<file path="src/rtl/apf_pkg.sv">
// ----------------------------------------------------------------------------
// apf_pkg
// Types, coefficient tables and constants for the altitude pressure fit.
// ----------------------------------------------------------------------------
package apf_pkg;

  localparam int FRAC_BITS = 44;
  localparam int HORNER_STAGES = 5;
  localparam int POW2_STAGES = 30;
  localparam logic signed [55:0] HORNER_LIMIT = 56'sd1 <<< 54;
  localparam logic signed [27:0] LOG2E_Q26 = 28'sd96817625;
  localparam logic [42:0] PRESSURE_MAX = {43{1'b1}};
  localparam logic [9:0] SCALE_1000 = 10'd1000;

  localparam logic [15:0] BAND_EDGE [0:5] = '{16'd2816, 16'd4608, 16'd7168,
                                             16'd12800, 16'd21248, 16'd23040};

  typedef struct packed {
    logic                valid;
    logic [15:0]         z;
    logic [2:0]          band;
    logic signed [55:0]  acc;
  } hrn_t;

  typedef struct packed {
    logic               valid;
    logic [2:0]         band;
    logic               hi;
    logic               lo;
    logic [31:0]        f;
    logic signed [7:0]  s;
    logic [30:0]        m;
  } pw_t;

  function automatic logic signed [63:0] to_q44(input longint mant, input int dexp);
    longint unsigned d;
    longint unsigned a;
    longint unsigned q;
    longint unsigned r;
    d = 64'd1;
    for (int i = 0; i < dexp && i < 18; i++) d = d * 64'd10;
    a = (mant < 0) ? longint'(-mant) : longint'(mant);
    q = 64'd0;
    r = 64'd0;
    for (int i = 63; i >= 0; i--) begin
      r = (r << 1) | ((a >> i) & 64'd1);
      q = q << 1;
      if (r >= d) begin
        q = q | 64'd1;
        r = r - d;
      end
    end
    for (int i = 0; i < FRAC_BITS + 1; i++) begin
      r = r << 1;
      q = q << 1;
      if (r >= d) begin
        q = q | 64'd1;
        r = r - d;
      end
    end
    q = (q + 64'd1) >> 1;
    return (mant < 0) ? -$signed(q) : $signed(q);
  endfunction

  function automatic longint unsigned isqrt64(input longint unsigned x_in);
    longint unsigned x;
    longint unsigned res;
    longint unsigned b;
    x = x_in;
    res = 0;
    b = 64'd1 << 62;
    while (b > x) b = b >> 2;
    while (b != 0) begin
      if (x >= res + b) begin
        x = x - (res + b);
        res = (res >> 1) + b;
      end else begin
        res = res >> 1;
      end
      b = b >> 2;
    end
    return res;
  endfunction

  function automatic logic [30:0] pow2_factor(input int idx);
    longint unsigned t;
    t = isqrt64(64'd2 << 60);
    for (int j = 1; j < idx; j++) t = isqrt64(t << 30);
    return t[30:0];
  endfunction

  localparam logic signed [63:0] COEF [0:6][0:5] = '{
    '{to_q44(168716, 7), to_q44(-114252, 6), to_q44(-136123, 8),
      to_q44(736241, 10), to_q44(-108003, 10), to_q44(330464, 12)},
    '{to_q44(-799108, 7), to_q44(-810464, 7), to_q44(-555224, 8),
      to_q44(31117, 8), to_q44(-166878, 10), to_q44(3832, 10)},
    '{to_q44(984143, 6), to_q44(-269769, 6), to_q44(852275, 8),
      to_q44(-396203, 9), to_q44(101465, 10), to_q44(-102643, 12)},
    '{to_q44(218198, 5), to_q44(-411497, 6), to_q44(133665, 7),
      to_q44(-359519, 9), to_q44(510097, 11), to_q44(-289056, 13)},
    '{to_q44(76338, 5), to_q44(-258298, 6), to_q44(376139, 8),
      to_q44(-420887, 10), to_q44(1602, 10), to_q44(-192509, 15)},
    '{to_q44(-11279, 3), to_q44(31982, 5), to_q44(-58093, 7),
      to_q44(22331, 9), to_q44(0, 0), to_q44(0, 0)},
    '{to_q44(-109914, 3), to_q44(47143, 4), to_q44(-82123, 6),
      to_q44(6622, 7), to_q44(-25593, 10), to_q44(384825, 14)}
  };

  localparam logic [30:0] POW2_T [0:29] = '{
    pow2_factor(1), pow2_factor(2), pow2_factor(3), pow2_factor(4),
    pow2_factor(5), pow2_factor(6), pow2_factor(7), pow2_factor(8),
    pow2_factor(9), pow2_factor(10), pow2_factor(11), pow2_factor(12),
    pow2_factor(13), pow2_factor(14), pow2_factor(15), pow2_factor(16),
    pow2_factor(17), pow2_factor(18), pow2_factor(19), pow2_factor(20),
    pow2_factor(21), pow2_factor(22), pow2_factor(23), pow2_factor(24),
    pow2_factor(25), pow2_factor(26), pow2_factor(27), pow2_factor(28),
    pow2_factor(29), pow2_factor(30)
  };

endpackage

</file>
<file path="src/rtl/apf_pow2_cell.sv">
// ----------------------------------------------------------------------------
// apf_pow2_cell
// One fraction bit of 2^f: multiply by the table factor when the bit is set.
// ----------------------------------------------------------------------------
module apf_pow2_cell (
  input  logic         clk,
  input  logic         rst,
  input  apf_pkg::pw_t din,
  input  logic [30:0]  t,
  input  logic         sel,
  output apf_pkg::pw_t dout
);
  import apf_pkg::*;

  logic [61:0] prod;

  assign prod = (62'(din.m) * 62'(t)) + (62'd1 << 29);

  always_ff @(posedge clk) begin
    if (rst) begin
      dout.valid <= 1'b0;
    end else begin
      dout.valid <= din.valid;
    end
    dout.band <= din.band;
    dout.hi   <= din.hi;
    dout.lo   <= din.lo;
    dout.f    <= din.f;
    dout.s    <= din.s;
    dout.m    <= sel ? prod[60:30] : din.m;
  end

endmodule

</file>
<file path="config.mk">
export PLATFORM = sky130hd
export DESIGN_NAME = apf_pow2_cell
export DESIGN_NICKNAME = d
export VERILOG_FILES = /design/src/rtl/apf_pkg.sv /design/src/rtl/apf_pow2_cell.sv
export SDC_FILE = /design/constraint.sdc
export NUM_CORES = 2
export LEC_CHECK = 0
export BUFFER_PORTS_ARGS = -buffer_cell sky130_fd_sc_hd__buf_2
export CORE_ASPECT_RATIO = 0.5
export CORE_MARGIN = 3
export CORE_UTILIZATION = 35
export DETAILED_ROUTE_END_ITERATION = 6
export PLACE_DENSITY = 0.52
export SKIP_CTS_REPAIR_TIMING = 1
export SLEW_MARGIN = 25
export SYNTH_ARGS = -nofsm -noshare
export SYNTH_HDL_FRONTEND = slang
export SYNTH_SLANG_ARGS = --single-unit
</file>
<file path="constraint.sdc">
create_clock -name clk -period 7.82 [get_ports clk]
set_input_delay 1.173 -clock clk [delete_from_list [all_inputs] [get_ports clk]]
set_output_delay 1.173 -clock clk [all_outputs]
set_load 0.1 [all_outputs]
</file>
# After elaboration in Yosys (flattened, before gate mapping)

Index checks and enable logic that the tools add are counted.

Multiply operators: 1
Add/sub/neg operators: 1
Mux-type cells: 1

Operators by type and width:

| cell                     | number |
|---|---|
| $add A61 B30 Y61 const B | 1 |
| $mul A31 B31 Y61         | 1 |
| $mux W31                 | 1 |

Bits in registers: 77
Input bits: 111
Logic and storage cells: 10
Output and inout bits: 77

# Depth between registers and ports, before layout

Word-level depth: 3
Mapped depth: 27
Depth with buffers taken out: 26

# Least setup slack after synthesis

Ideal clock, no wire load.

Path type: input to register
From: input port din[13] in the netlist's numbering
To: register dout[8] in the netlist's numbering
Arrival: 7.835 ns
Path buffers: 1
Stages: 25
Data required time: 7.704 ns
Setup slack: -0.132 ns
Path through: clkbuf_1 and2_1 fa_1 fa_1 fa_1 inv_1 fa_1 inv_1 fa_1 inv_1 fa_1 inv_1 fa_1 inv_1 fa_1 inv_1 ha_1 and2_1 nor2b_1 o21a_1 or4_1 o211ai_1 a21oi_1 or3_1 a31o_2

Word-level cells in the longest chain between the ends: 3

RTL lines:

| what             | RTL line            | RTL |
|---|---|---|
| start, declared  | apf_pow2_cell.sv:8  | `input apf_pkg::pw_t din,` |
| $mul A31 B31 Y61 | apf_pow2_cell.sv:17 | `assign prod = (62'(din.m) * 62'(t)) + (62'd1 << 29);` |
| $add A61 B30 Y61 | apf_pow2_cell.sv:17 |  |
| $mux W31         | apf_pow2_cell.sv:30 | `dout.m <= sel ? prod[60:30] : din.m;` |
| end, declared    | apf_pow2_cell.sv:11 | `output apf_pkg::pw_t dout` |

No other way between the ends.
A chain may end at the register's enable or synchronous reset.

# Worst setup path after layout

From: input port t[12]
To: register dout[8] in the netlist's numbering

Word-level cells in the longest chain between the ends: 3

RTL lines:

| what             | RTL line            | RTL |
|---|---|---|
| start, declared  | apf_pow2_cell.sv:9  | `input logic [30:0] t,` |
| $mul A31 B31 Y61 | apf_pow2_cell.sv:17 |  |
| $add A61 B30 Y61 | apf_pow2_cell.sv:17 |  |
| $mux W31         | apf_pow2_cell.sv:30 |  |

No other way between the ends.

==> run summary <==
Status: finished, violations left
Failing checks: negative setup slack
Nets: 5,350
Final Hold Viols: 0
Worst path slowest cell: fa_1
Initial antenna violation count: 6
Port-buffer cells: 187
Final WL: 104 mm
Critical path cell sequence: buf_16, and2_4, fa_1, fa_1, inv_1, fa_1, fa_1, inv_2, fa_1, fa_1, fa_1, inv_2, fa_1, inv_2, ha_4, buf_6, nand4_1, nor3_2, o21a_1, or4_4, o211ai_1, a21oi_2, or3_1, a31o_2
Syn Nets: 4,970
#FFs+latches synth: 77
Post-synth top cells: inv_1, fa_1, and2_1
RSZ-0062 raised after global routing: true
Worst EP arrival: 8.09 ns
CTS root buf: clkbuf_16
Setup crit end kind: flop
Detailed Routing Iterations Pass 1: 5
Worst slew margin: 0.576
Biggest register: dout
Initial Util: 0.358
Num CTS Buffers: 9
Total GRT Usage: 0.208
Largest regs: dout: 77 flops
Synthesis-to-layout area growth: 19.7%
Placed Cells: 5,340
Fmax: 127 MHz
Period Utilization, post-route: 1.00
Global-route wire length before repair: 161 mm
Delay-heaviest family, CP: adder cells
Die H: 226 µm
Largest stage delay, worst path: 0.59 ns
H-tree depth: 3
Die Wd: 445 µm
CP max FO: 7
Via Count: 25,600
I/O Pins: 188
Final setup viols: 2
Critical path type: input port to flop
Post-synthesis sequential area ratio: 0.0457
ANT nets after route: 0
GRT overflow: 0
Final TNS setup: -0.0435 ns
Bufs on Longest Clock Path: 2
Max cap viols: 0
Vias in the first global route: 28,400
Worst slew pin tran: 0.635 ns
Layout cells sized above 1: 0.184
CP Buf/Inv Count: 6
Synth top area share: 0.496
Yosys warns: 0
Post-Syn Area per Cell: 9.00 µm²
DRT iter0 DRCs: 1,167
Core footprint: 0.0943 mm²
RD Place Congestion: 0.899
Final setup margin: -0.0273 ns
Yosys top cell by area: fa_1
CP startpoint kind: input port
Clk sinks: 77
Util after Layout: 0.428
Ys flop type: dfxtp_1
Max FFs per register: 77
Cells after Synth: 3,750
Worst path required time: 8.06 ns
Filler Cell Count: 9,415
Final min period: 7.85 ns
Most frequent cell after synthesis: inv_1
WL/cell: 19.2 µm
TritonCTS clock tree: built
Slew Viols, Final: 0
Critical path's most frequent cell: fa_1
Die area: 0.100 mm²
Type of the tightest min-delay check: input port to flop
Largest net degree at the start of global routing: 35
Clock-pin slew on the worst setup and hold paths: 0.07 ns
Yosys cell types: 64
Core Rows: 79
EDFF count, synth: 0
Top cells by area, synth: fa_1, inv_1, ha_1
FFs w/ async S/R, synth: 0
Cell Count, Final, Fillers Out: 5,393
Synth Cell Area: 0.0338 mm²
Dpl hpwl: 89.0 mm
Via density: 4.75
Remaining design rule violation count: 0
kinds of logic after synthesis:
family | Yosys count | share of synthesized area
buffers and inverters | 1163 | 0.129
multiplexers | 14 | 0.00471
AND/OR/NAND/NOR | 1144 | 0.174
AO/OA/AOI/OAI | 223 | 0.0439
flip-flops | 77 | 0.0457
adder cells (fa/ha/maj) | 1109 | 0.597
XOR/XNOR | 20 | 0.00519
placed cells by master (no fill, tap or decap), drive strengths merged, types with 4 or more instances in the layout:
cell / synthesis / final
inv: 959 / 962
fa: 837 / 837
buf: 0 / 565
and2: 539 / 539
nand2: 485 / 485
ha: 272 / 272
dfxtp: 77 / 77
a21oi: 60 / 60
o21ai: 35 / 35
a21o: 32 / 32
nor2: 29 / 29
nand4: 23 / 23
clkbuf: 204 / 17
xnor2: 14 / 14
nor3: 14 / 14
o211ai: 12 / 12
nand3: 12 / 12
a31oi: 12 / 12
mux2: 12 / 12
o21bai: 10 / 10
a211oi: 9 / 9
o31ai: 8 / 8
nand2b: 7 / 7
o21a: 7 / 7
nor2b: 6 / 6
or3: 6 / 6
xor2: 6 / 6
and3: 6 / 6
nor4: 5 / 5
a211o: 4 / 4
o2111ai: 4 / 4
and4: 4 / 4
through the flow:
stage               cell area, µm²  hold WS (ns)  worst slack [ns]
finish                       40400         0.911           -0.0273
global route                 40400         0.887            -0.172
CTS                          38800         0.892            -0.539
detailed placement           38500          1.28            -0.920
global placement             38500          1.28            -0.850
floorplan                    33800          1.20          -0.00396
layer usage:
layer / vias to the layer above / routed length (µm) / track usage
met2: 531 / 51200 / 0.358
li1: 11600 / - / -
met1: 13300 / 45200 / 0.278
met4: 0 / 2940 / 0.0639
met3: 121 / 4370 / 0.0225
met5: - / 0 / 0
layout make-up:
cell class | count | area, µm² | share of cell area
multi-input combinational | 2510 | 28600 | 0.707
sequential | 77 | 1540 | 0.0382
clock buffer | 9 | 225 | 0.00558
inverter | 959 | 3600 | 0.0891
clock inverter | 7 | 66.3 | 0.00164
tap | 1255 | 1570 | 0.0389
timing repair buffer | 573 | 4820 | 0.119
antenna | 3 | 7.51 | 0.000186
worst paths after layout:
path | start | endpoint | slack (ns) | cells after the start
max | t[12] | dout[8] | -0.03 | 24
min | din[53] | dout[53] | 0.91 | 1
Power is left out: the tool's default activity adds up to more than one toggle a clock period on the data nets, which glitch-free logic cannot reach.
