**src/rtl/apf_pkg.sv**
```systemverilog
// ----------------------------------------------------------------------------
// apf_pkg
// Types, coefficient tables and constants for the altitude pressure fit.
// ----------------------------------------------------------------------------
package apf_pkg;

  localparam int FRAC_BITS = 44;
  localparam int HORNER_STAGES = 5;
  localparam int POW2_STAGES = 30;
  localparam logic signed [55:0] HORNER_LIMIT = 56'sd1 <<< 54;
  localparam logic signed [27:0] LOG2E_Q26 = 28'sd96817625;
  localparam logic [42:0] PRESSURE_MAX = {43{1'b1}};
  localparam logic [9:0] SCALE_1000 = 10'd1000;

  localparam logic [15:0] BAND_EDGE [0:5] = '{16'd2816, 16'd4608, 16'd7168,
                                             16'd12800, 16'd21248, 16'd23040};

  typedef struct packed {
    logic                valid;
    logic [15:0]         z;
    logic [2:0]          band;
    logic signed [55:0]  acc;
  } hrn_t;

  typedef struct packed {
    logic               valid;
    logic [2:0]         band;
    logic               hi;
    logic               lo;
    logic [31:0]        f;
    logic signed [7:0]  s;
    logic [30:0]        m;
  } pw_t;

  function automatic logic signed [63:0] to_q44(input longint mant, input int dexp);
    longint unsigned d;
    longint unsigned a;
    longint unsigned q;
    longint unsigned r;
    d = 64'd1;
    for (int i = 0; i < dexp && i < 18; i++) d = d * 64'd10;
    a = (mant < 0) ? longint'(-mant) : longint'(mant);
    q = 64'd0;
    r = 64'd0;
    for (int i = 63; i >= 0; i--) begin
      r = (r << 1) | ((a >> i) & 64'd1);
      q = q << 1;
      if (r >= d) begin
        q = q | 64'd1;
        r = r - d;
      end
    end
    for (int i = 0; i < FRAC_BITS + 1; i++) begin
      r = r << 1;
      q = q << 1;
      if (r >= d) begin
        q = q | 64'd1;
        r = r - d;
      end
    end
    q = (q + 64'd1) >> 1;
    return (mant < 0) ? -$signed(q) : $signed(q);
  endfunction

  function automatic longint unsigned isqrt64(input longint unsigned x_in);
    longint unsigned x;
    longint unsigned res;
    longint unsigned b;
    x = x_in;
    res = 0;
    b = 64'd1 << 62;
    while (b > x) b = b >> 2;
    while (b != 0) begin
      if (x >= res + b) begin
        x = x - (res + b);
        res = (res >> 1) + b;
      end else begin
        res = res >> 1;
      end
      b = b >> 2;
    end
    return res;
  endfunction

  function automatic logic [30:0] pow2_factor(input int idx);
    longint unsigned t;
    t = isqrt64(64'd2 << 60);
    for (int j = 1; j < idx; j++) t = isqrt64(t << 30);
    return t[30:0];
  endfunction

  localparam logic signed [63:0] COEF [0:6][0:5] = '{
    '{to_q44(168716, 7), to_q44(-114252, 6), to_q44(-136123, 8),
      to_q44(736241, 10), to_q44(-108003, 10), to_q44(330464, 12)},
    '{to_q44(-799108, 7), to_q44(-810464, 7), to_q44(-555224, 8),
      to_q44(31117, 8), to_q44(-166878, 10), to_q44(3832, 10)},
    '{to_q44(984143, 6), to_q44(-269769, 6), to_q44(852275, 8),
      to_q44(-396203, 9), to_q44(101465, 10), to_q44(-102643, 12)},
    '{to_q44(218198, 5), to_q44(-411497, 6), to_q44(133665, 7),
      to_q44(-359519, 9), to_q44(510097, 11), to_q44(-289056, 13)},
    '{to_q44(76338, 5), to_q44(-258298, 6), to_q44(376139, 8),
      to_q44(-420887, 10), to_q44(1602, 10), to_q44(-192509, 15)},
    '{to_q44(-11279, 3), to_q44(31982, 5), to_q44(-58093, 7),
      to_q44(22331, 9), to_q44(0, 0), to_q44(0, 0)},
    '{to_q44(-109914, 3), to_q44(47143, 4), to_q44(-82123, 6),
      to_q44(6622, 7), to_q44(-25593, 10), to_q44(384825, 14)}
  };

  localparam logic [30:0] POW2_T [0:29] = '{
    pow2_factor(1), pow2_factor(2), pow2_factor(3), pow2_factor(4),
    pow2_factor(5), pow2_factor(6), pow2_factor(7), pow2_factor(8),
    pow2_factor(9), pow2_factor(10), pow2_factor(11), pow2_factor(12),
    pow2_factor(13), pow2_factor(14), pow2_factor(15), pow2_factor(16),
    pow2_factor(17), pow2_factor(18), pow2_factor(19), pow2_factor(20),
    pow2_factor(21), pow2_factor(22), pow2_factor(23), pow2_factor(24),
    pow2_factor(25), pow2_factor(26), pow2_factor(27), pow2_factor(28),
    pow2_factor(29), pow2_factor(30)
  };

endpackage

```
**src/rtl/apf_horner_cell.sv**
```systemverilog
// ----------------------------------------------------------------------------
// apf_horner_cell
// One Horner step: acc = clamp(acc * z + coef), two register stages.
// ----------------------------------------------------------------------------
module apf_horner_cell (
  input  logic                clk,
  input  logic                rst,
  input  apf_pkg::hrn_t       din,
  input  logic signed [63:0]  coef,
  output apf_pkg::hrn_t       dout
);
  import apf_pkg::*;

  logic               mid_valid;
  logic [15:0]        mid_z;
  logic [2:0]         mid_band;
  logic               mid_neg;
  logic [62:0]        mid_p;
  logic signed [63:0] mid_coef;

  logic [54:0]        mag;
  logic [70:0]        prod;
  logic signed [64:0] sum;
  logic signed [64:0] lim_hi;
  logic signed [64:0] lim_lo;

  assign mag    = din.acc[55] ? 55'(-din.acc) : din.acc[54:0];
  assign prod   = 71'(mag) * 71'(din.z);
  assign lim_hi = 65'(HORNER_LIMIT);
  assign lim_lo = -65'(HORNER_LIMIT);
  assign sum    = (mid_neg ? -$signed({2'b00, mid_p}) : $signed({2'b00, mid_p}))
                  + 65'(mid_coef);

  always_ff @(posedge clk) begin
    if (rst) begin
      mid_valid  <= 1'b0;
      dout.valid <= 1'b0;
    end else begin
      mid_valid  <= din.valid;
      dout.valid <= mid_valid;
    end
    mid_z    <= din.z;
    mid_band <= din.band;
    mid_neg  <= din.acc[55];
    mid_p    <= prod[70:8];
    mid_coef <= coef;
    dout.z    <= mid_z;
    dout.band <= mid_band;
    if (sum > lim_hi) dout.acc <= HORNER_LIMIT;
    else if (sum < lim_lo) dout.acc <= -HORNER_LIMIT;
    else dout.acc <= sum[55:0];
  end

endmodule

```
**config.mk**
```make
export PLATFORM = sky130hd
export DESIGN_NAME = apf_horner_cell
export DESIGN_NICKNAME = d
export VERILOG_FILES = /design/src/rtl/apf_pkg.sv /design/src/rtl/apf_horner_cell.sv
export SDC_FILE = /design/constraint.sdc
export NUM_CORES = 2
export LEC_CHECK = 0
export ABC_CLOCK_PERIOD_IN_PS = 27500
export BUFFER_PORTS_ARGS = -buffer_cell sky130_fd_sc_hd__buf_2
export CELL_PAD_IN_SITES_DETAIL_PLACEMENT = 1
export CELL_PAD_IN_SITES_GLOBAL_PLACEMENT = 2
export CORE_MARGIN = 5
export CORE_UTILIZATION = 43
export CTS_CLUSTER_DIAMETER = 150
export DETAILED_ROUTE_END_ITERATION = 7
export PLACE_DENSITY = 0.86
export SYNTH_ARGS = -nofsm -noshare
export SYNTH_HDL_FRONTEND = slang
export SYNTH_SLANG_ARGS = --single-unit
```
**constraint.sdc**
```tcl
create_clock -name clk -period 27.5 [get_ports clk]
set_input_delay 5.5 -clock clk [delete_from_list [all_inputs] [get_ports clk]]
set_output_delay 5.5 -clock clk [all_outputs]
set_load 0.02 [all_outputs]
```
== After elaboration in Yosys (flattened, before gate mapping) ==
Cells that the tools add are included.
W data, S select, Z words.

* Reduce and logical (&&, ||, !) cells: 1
* Mux-type cells: 3
* Multiply operators: 1
* Magnitude comparators: 2
* Add/subtract/negate cells: 3

{| class="wikitable"
|+ Operators by type and width
! cell !! number
|-
| $mul A55 B16 Y71 || 1
|-
| $add A65 B64 Y65 || 1
|-
| $gt A65 B56 Y1 const B || 1
|-
| $lt A65 B55 Y1 const B || 1
|-
| $mux W65 || 1
|-
| $neg A63 Y65 || 1
|-
| $mux W56 || 1
|-
| $mux W55 || 1
|-
| $neg A55 Y55 || 1
|-
| $reduce_or A2 Y1 || 1
|}

* Flip-flop bits (word level): 224

== Logic depth before layout (Yosys ltp) ==
* Depth in word-level cells: 5
* Gate-level depth with buffers: 37
* Mapped depth without buffers: 35

== Worst setup path before layout ==
No wires, ideal clock.

* Path kind: input-to-reg
* Start: in din[14] (netlist name)
* End: reg mid_p[49]
* Slack: 13466 ps
* Cell stages on the path: 34
* Path buffers: 3
* Arrival time: 13908 ps
* Cells stage by stage: or4_4 -> nor4_4 -> or3b_4 -> or4_4 -> nor4_2 -> nand3b_1 -> or4_1 -> buf_2 -> o31ai_1 -> xnor2_1 -> clkbuf_1 -> nand2_1 -> fa_1 -> inv_1 -> fa_1 -> inv_1 -> fa_1 -> inv_1 -> fa_1 -> fa_1 -> inv_1 -> fa_1 -> inv_1 -> ha_1 -> clkbuf_1 -> a21o_1 -> a21o_1 -> a21oi_1 -> o21a_1 -> o21ai_0 -> or2_2 -> a41oi_1 -> o21ai_0 -> xor2_1

* Longest elaborated chain between the ends: 3

{| class="wikitable"
|+ RTL lines
! what !! RTL line !! source
|-
| start: declaration || apf_horner_cell.sv:8 || <nowiki>input apf_pkg::hrn_t din,</nowiki>
|-
| $neg A55 Y55 || apf_horner_cell.sv:27 || <nowiki>assign mag = din.acc[55] ? 55'(-din.acc) : din.acc[54:0];</nowiki>
|-
| $mux W55 (*) || apf_horner_cell.sv:27 ||
|-
| $mul A55 B16 Y71 (*) || apf_horner_cell.sv:28 || <nowiki>assign prod = 71'(mag) * 71'(din.z);</nowiki>
|-
| named net prod[57] || apf_horner_cell.sv:22 || <nowiki>logic [70:0] prod;</nowiki>
|-
| end signal: assignment || apf_horner_cell.sv:45 || <nowiki>mid_p <= prod[70:8];</nowiki>
|-
| end: declaration || apf_horner_cell.sv:18 || <nowiki>logic [62:0] mid_p;</nowiki>
|}

Mark *: on every way through the listed nets, which the timed path passes. The rest lies on a longest branch.
A chain may end at the register's enable or synchronous reset.

== Worst setup path in the final report ==
* Start: in din[14] (netlist name)
* End: reg mid_p[62]

Same word-level chain as after synthesis.

==> report_table.html <==
<table>
<tr><th>Metric</th><th>Value</th></tr>
<tr><th colspan="2">Outcome</th></tr>
<tr><td>Run status</td><td>complete, no violations</td></tr>
<tr><th colspan="2">Timing</th></tr>
<tr><td>Max-slew violation total from the final report</td><td>0</td></tr>
<tr><td>Actual transition at the worst max-transition pin</td><td>1.24 ns</td></tr>
<tr><td>Worst Skew</td><td>0.0313 ns</td></tr>
<tr><td>Minimum setup slack in the final design</td><td>12.78 ns</td></tr>
<tr><td>TNS Setup</td><td>0 ns</td></tr>
<tr><td>Worst slew margin</td><td>0.172</td></tr>
<tr><td>Share of the clock period used by the worst path after layout</td><td>0.535</td></tr>
<tr><td>RSZ-0062 raised after global routing</td><td>false</td></tr>
<tr><td>Clock period minus worst slack</td><td>14.72 ns</td></tr>
<tr><td>Highest Clock Rate</td><td>67.9 MHz</td></tr>
<tr><td>Endpoints failing setup</td><td>0</td></tr>
<tr><td>Final Hold Fails</td><td>0</td></tr>
<tr><th colspan="2">CTS</th></tr>
<tr><td>Clock Tree Buf Depth</td><td>3</td></tr>
<tr><td>Post-CTS clock slew at the launch and capture registers of the worst setup and hold paths</td><td>0.07 ns</td></tr>
<tr><td>Count of clock tree sinks</td><td>224</td></tr>
<tr><td># Post-CTS Setup Buffers</td><td>0</td></tr>
<tr><td>Resized Gates After CTS</td><td>0</td></tr>
<tr><td>Hold buffers post-CTS</td><td>0</td></tr>
<tr><td>CTS tree</td><td>yes</td></tr>
<tr><td>Total CTS buffers</td><td>21</td></tr>
<tr><td>Count of H-tree levels built during CTS</td><td>1</td></tr>
<tr><td>Insertion delay of the later-clocked pin in the worst-skew pair</td><td>0.54 ns</td></tr>
<tr><td>Master cell of the clock root buffer</td><td>sky130_fd_sc_hd__clkbuf_16</td></tr>
<tr><th colspan="2">Drt</th></tr>
<tr><td>Routed wirelength normalized by instance count</td><td>22.9 µm</td></tr>
<tr><td>Remaining routing DRC violations</td><td>0</td></tr>
<tr><td>Remaining antenna violation count</td><td>0</td></tr>
<tr><td>Vias/cell</td><td>5.52</td></tr>
<tr><td>Number of search-and-repair iterations in the first detailed-routing pass</td><td>5</td></tr>
<tr><td>Routed via count</td><td>31300</td></tr>
<tr><td>Total wire length after detailed routing</td><td>130000 µm</td></tr>
<tr><td>Starting DRC count in detailed routing</td><td>2116</td></tr>
<tr><th colspan="2">Final layout</th></tr>
<tr><td>Share of cells above drive strength 1</td><td>0.0817</td></tr>
<tr><td>Layout Nets</td><td>5578</td></tr>
<tr><td>Layout overhead on the synthesized area</td><td>8.06%</td></tr>
<tr><th colspan="2">Worst setup path</th></tr>
<tr><td>Most prevalent standard cell on the critical path</td><td>sky130_fd_sc_hd__fa_1</td></tr>
<tr><td>Slowest stage cell, crit path</td><td>sky130_fd_sc_hd__or4_1</td></tr>
<tr><td>Worst path required time</td><td>27.92 ns</td></tr>
<tr><td>Classification of the worst setup path</td><td>input port to flop</td></tr>
<tr><td>Top Family by Delay on Critical Path</td><td>adder cells</td></tr>
<tr><td>Max incr delay on CP</td><td>0.63 ns</td></tr>
<tr><td>R2r worst-path depth</td><td>23</td></tr>
<tr><td>CP startpoint kind</td><td>input port</td></tr>
<tr><td>Bufs and invs on worst path</td><td>6</td></tr>
<tr><td>Critical-path maximum fanout</td><td>16</td></tr>
<tr><td>Data arrival time of the critical path</td><td>15.14 ns</td></tr>
<tr><td>Worst reg2reg setup slack</td><td>19.68 ns</td></tr>
<tr><td>Launch point of the worst reg-to-reg path</td><td>mid_p[10]$_DFF_P_</td></tr>
<tr><td>CP Capture Type</td><td>flop</td></tr>
<tr><td>Worst reg2reg endpoint</td><td>dout[23]$_SDFF_PP0_</td></tr>
<tr><th colspan="2">Floorplanning</th></tr>
<tr><td>Initial core utilization</td><td>0.434</td></tr>
<tr><td>Die Height</td><td>309 µm</td></tr>
<tr><td>Area of the die</td><td>95200 µm²</td></tr>
<tr><td>Placeable Area</td><td>88400 µm²</td></tr>
<tr><td>Die width</td><td>309 µm</td></tr>
<tr><td>Total number of placement rows</td><td>109</td></tr>
<tr><td>IO Count</td><td>218</td></tr>
<tr><th colspan="2">Placement</th></tr>
<tr><td>Count of input and output buffers</td><td>217</td></tr>
<tr><td>Setup slack after placement</td><td>12.22 ns</td></tr>
<tr><td>Detailed placer's ending HPWL</td><td>102000 µm</td></tr>
<tr><td>Final Wtd Congestion</td><td>0.911</td></tr>
<tr><th colspan="2">Worst hold path</th></tr>
<tr><td>Hold path depth</td><td>0</td></tr>
<tr><td>End point of the most critical hold path</td><td>dout[65]$_DFF_P_</td></tr>
<tr><td>Startpoint of the tightest hold check path</td><td>mid_z[6]$_DFF_P_</td></tr>
<tr><td>Path type of the worst min-delay path</td><td>flop to flop</td></tr>
<tr><th colspan="2">Job</th></tr>
<tr><td>Max Cap Violations</td><td>0</td></tr>
<tr><th colspan="2">Synth</th></tr>
<tr><td>Largest area contributor in the synthesized netlist</td><td>sky130_fd_sc_hd__fa_1</td></tr>
<tr><td>Area fraction of the dominant cell type after synthesis</td><td>0.387</td></tr>
<tr><td>Primary FF master, synth</td><td>sky130_fd_sc_hd__dfxtp_1</td></tr>
<tr><td>Syn. warnings</td><td>0</td></tr>
<tr><td>Post-synthesis area per instance</td><td>8.70 µm²</td></tr>
<tr><td>Number of cells produced by synthesis</td><td>4404</td></tr>
<tr><td>Async SR Flop Fraction</td><td>0</td></tr>
<tr><td>Post-synth EDFFs</td><td>0</td></tr>
<tr><td>Post-Synthesis Net Count</td><td>5492</td></tr>
<tr><td>Cell area after synthesis</td><td>38300 µm²</td></tr>
<tr><td>Library cells used by synthesis</td><td>80</td></tr>
<tr><td>Number of register bits inferred by synthesis</td><td>224</td></tr>
<tr><td>Cell types occupying the most area after synthesis</td><td>sky130_fd_sc_hd__fa_1, sky130_fd_sc_hd__dfxtp_1, sky130_fd_sc_hd__inv_1</td></tr>
<tr><td>Register area share after synthesis</td><td>0.117</td></tr>
<tr><th colspan="2">GRT</th></tr>
<tr><td>Vias in the first global route</td><td>34500</td></tr>
<tr><td>Total overflow reported by the global router</td><td>0</td></tr>
<tr><td>GRT Total Usage</td><td>0.273</td></tr>
<tr><td>Global-route wire length before repair</td><td>204000 µm</td></tr>
<tr><td>Pin count of the biggest net entering global routing</td><td>66</td></tr>
<tr><td>Number of antenna violations at the first check in global routing</td><td>8</td></tr>
</table>
[metrics by stage]
| step | util | instance area, µm² | hold WS [ns] | cells |
|---|---|---|---|---|
| after global placement | 0.459 | 40600 | 0.311 | 5632 |
| after CTS | 0.468 | 41400 | 0.329 | 5667 |
| after detailed placement | 0.459 | 40600 | 0.313 | 5632 |
| final | 0.469 | 41400 | 0.324 | 5669 |
| after floorplan | - | 38300 | 0.310 | 4404 |
| after global routing | 0.468 | 41400 | 0.331 | 5667 |
[how the worst max path moves through the flow]
stage                     slack (ns)  startpoint           endpoint  cells past startpoint
after floorplan                13.47     din[14]  mid_p[49]$_DFF_P_                     34
after global placement         12.36     din[14]  mid_p[62]$_DFF_P_                     32
after detailed placement       12.22     din[14]  mid_p[62]$_DFF_P_                     32
after CTS                      12.74     din[14]  mid_p[62]$_DFF_P_                     32
after global routing           12.25     din[14]  mid_p[62]$_DFF_P_                     33
final                          12.78     din[14]  mid_p[62]$_DFF_P_                     33
[cells in the mapped netlist, types with 9 or more instances]
master and count:
sky130_fd_sc_hd__a21oi_1 182, sky130_fd_sc_hd__buf_1 11, sky130_fd_sc_hd__nor2b_1 21, sky130_fd_sc_hd__and4_1 11
sky130_fd_sc_hd__xnor2_1 173, sky130_fd_sc_hd__clkbuf_1 199, sky130_fd_sc_hd__o211ai_1 20, sky130_fd_sc_hd__nand2b_1 13
sky130_fd_sc_hd__dfxtp_1 224, sky130_fd_sc_hd__o21a_1 38, sky130_fd_sc_hd__o21bai_1 31, sky130_fd_sc_hd__or2_2 10
sky130_fd_sc_hd__o31ai_1 40, sky130_fd_sc_hd__and3_1 9, sky130_fd_sc_hd__nand2_1 737, sky130_fd_sc_hd__nand4_1 50
sky130_fd_sc_hd__a211oi_1 17, sky130_fd_sc_hd__xor2_1 44, sky130_fd_sc_hd__nand3_1 34, sky130_fd_sc_hd__fa_1 740
sky130_fd_sc_hd__or4_1 13, sky130_fd_sc_hd__buf_2 11, sky130_fd_sc_hd__a21boi_0 20, sky130_fd_sc_hd__and2_1 290
sky130_fd_sc_hd__or3_1 31, sky130_fd_sc_hd__nor2_1 88, sky130_fd_sc_hd__o21ai_0 119, sky130_fd_sc_hd__ha_1 206
sky130_fd_sc_hd__nor4_1 14, sky130_fd_sc_hd__o41ai_1 22, sky130_fd_sc_hd__nor3_1 37, sky130_fd_sc_hd__inv_1 793
sky130_fd_sc_hd__a21o_1 50
[area by class of cell]
class / count / area [µm²]
fill: 10500 / 47000
sequential: 224 / 4490
tap: 1165 / 1460
inverter: 793 / 2980
clock inverter: 12 / 240
antenna: 2 / 5.00
clock buffer: 23 / 553
timing repair buffer: 286 / 1620
multi-input combinational: 3164 / 30100
[cell usage in the layout, fill, tap and decap left out, types with 22 or more instances in the layout]
| cell | netlist | layout |
|---|---|---|
| sky130_fd_sc_hd__nor3_1 | 37 | 37 |
| sky130_fd_sc_hd__xnor2_1 | 173 | 164 |
| sky130_fd_sc_hd__inv_1 | 793 | 793 |
| sky130_fd_sc_hd__ha_1 | 206 | 206 |
| sky130_fd_sc_hd__xor2_1 | 44 | 44 |
| sky130_fd_sc_hd__a21o_1 | 50 | 50 |
| sky130_fd_sc_hd__fa_1 | 740 | 740 |
| sky130_fd_sc_hd__o21ai_0 | 119 | 119 |
| sky130_fd_sc_hd__nand3_1 | 34 | 34 |
| sky130_fd_sc_hd__nand2_1 | 737 | 737 |
| sky130_fd_sc_hd__nand4_1 | 50 | 50 |
| sky130_fd_sc_hd__buf_4 | 0 | 74 |
| sky130_fd_sc_hd__nor2_1 | 88 | 88 |
| sky130_fd_sc_hd__buf_2 | 11 | 212 |
| sky130_fd_sc_hd__o21a_1 | 38 | 38 |
| sky130_fd_sc_hd__a21oi_1 | 182 | 182 |
| sky130_fd_sc_hd__o41ai_1 | 22 | 22 |
| sky130_fd_sc_hd__and2_1 | 290 | 290 |
| sky130_fd_sc_hd__o31ai_1 | 40 | 40 |
| sky130_fd_sc_hd__or3_1 | 31 | 31 |
| sky130_fd_sc_hd__dfxtp_1 | 224 | 223 |
| sky130_fd_sc_hd__o21bai_1 | 31 | 31 |
[per-layer routing]
layer / track usage / vias up / routed length, µm
met5: 0 / - / 0
met4: 0.0446 / 0 / 2310
met3: 0.0455 / 136 / 10500
met2: 0.447 / 1108 / 59400
met1: 0.391 / 16200 / 57600
li1: - / 13800 / -
[flip-flops by register name, summed over array words and instances (netlist names)]
signal	cells
mid_p	63
mid_z	16
mid_coef	64
dout	76
mid_band	3
mid_neg	1
mid_valid	1
[logic make-up after synthesis]
logic type,share of synthesized area
adders and majority gates,0.454
DFF,0.117
muxes,0.00140
xor gates and xnor gates,0.0504
and+or+nand+nor,0.173
AOI/OAI and AO/OA,0.104
buffers and inverters,0.100
Power is not shown: default switching activity piles up to over one toggle a cycle in this logic, so the estimate is an artifact.
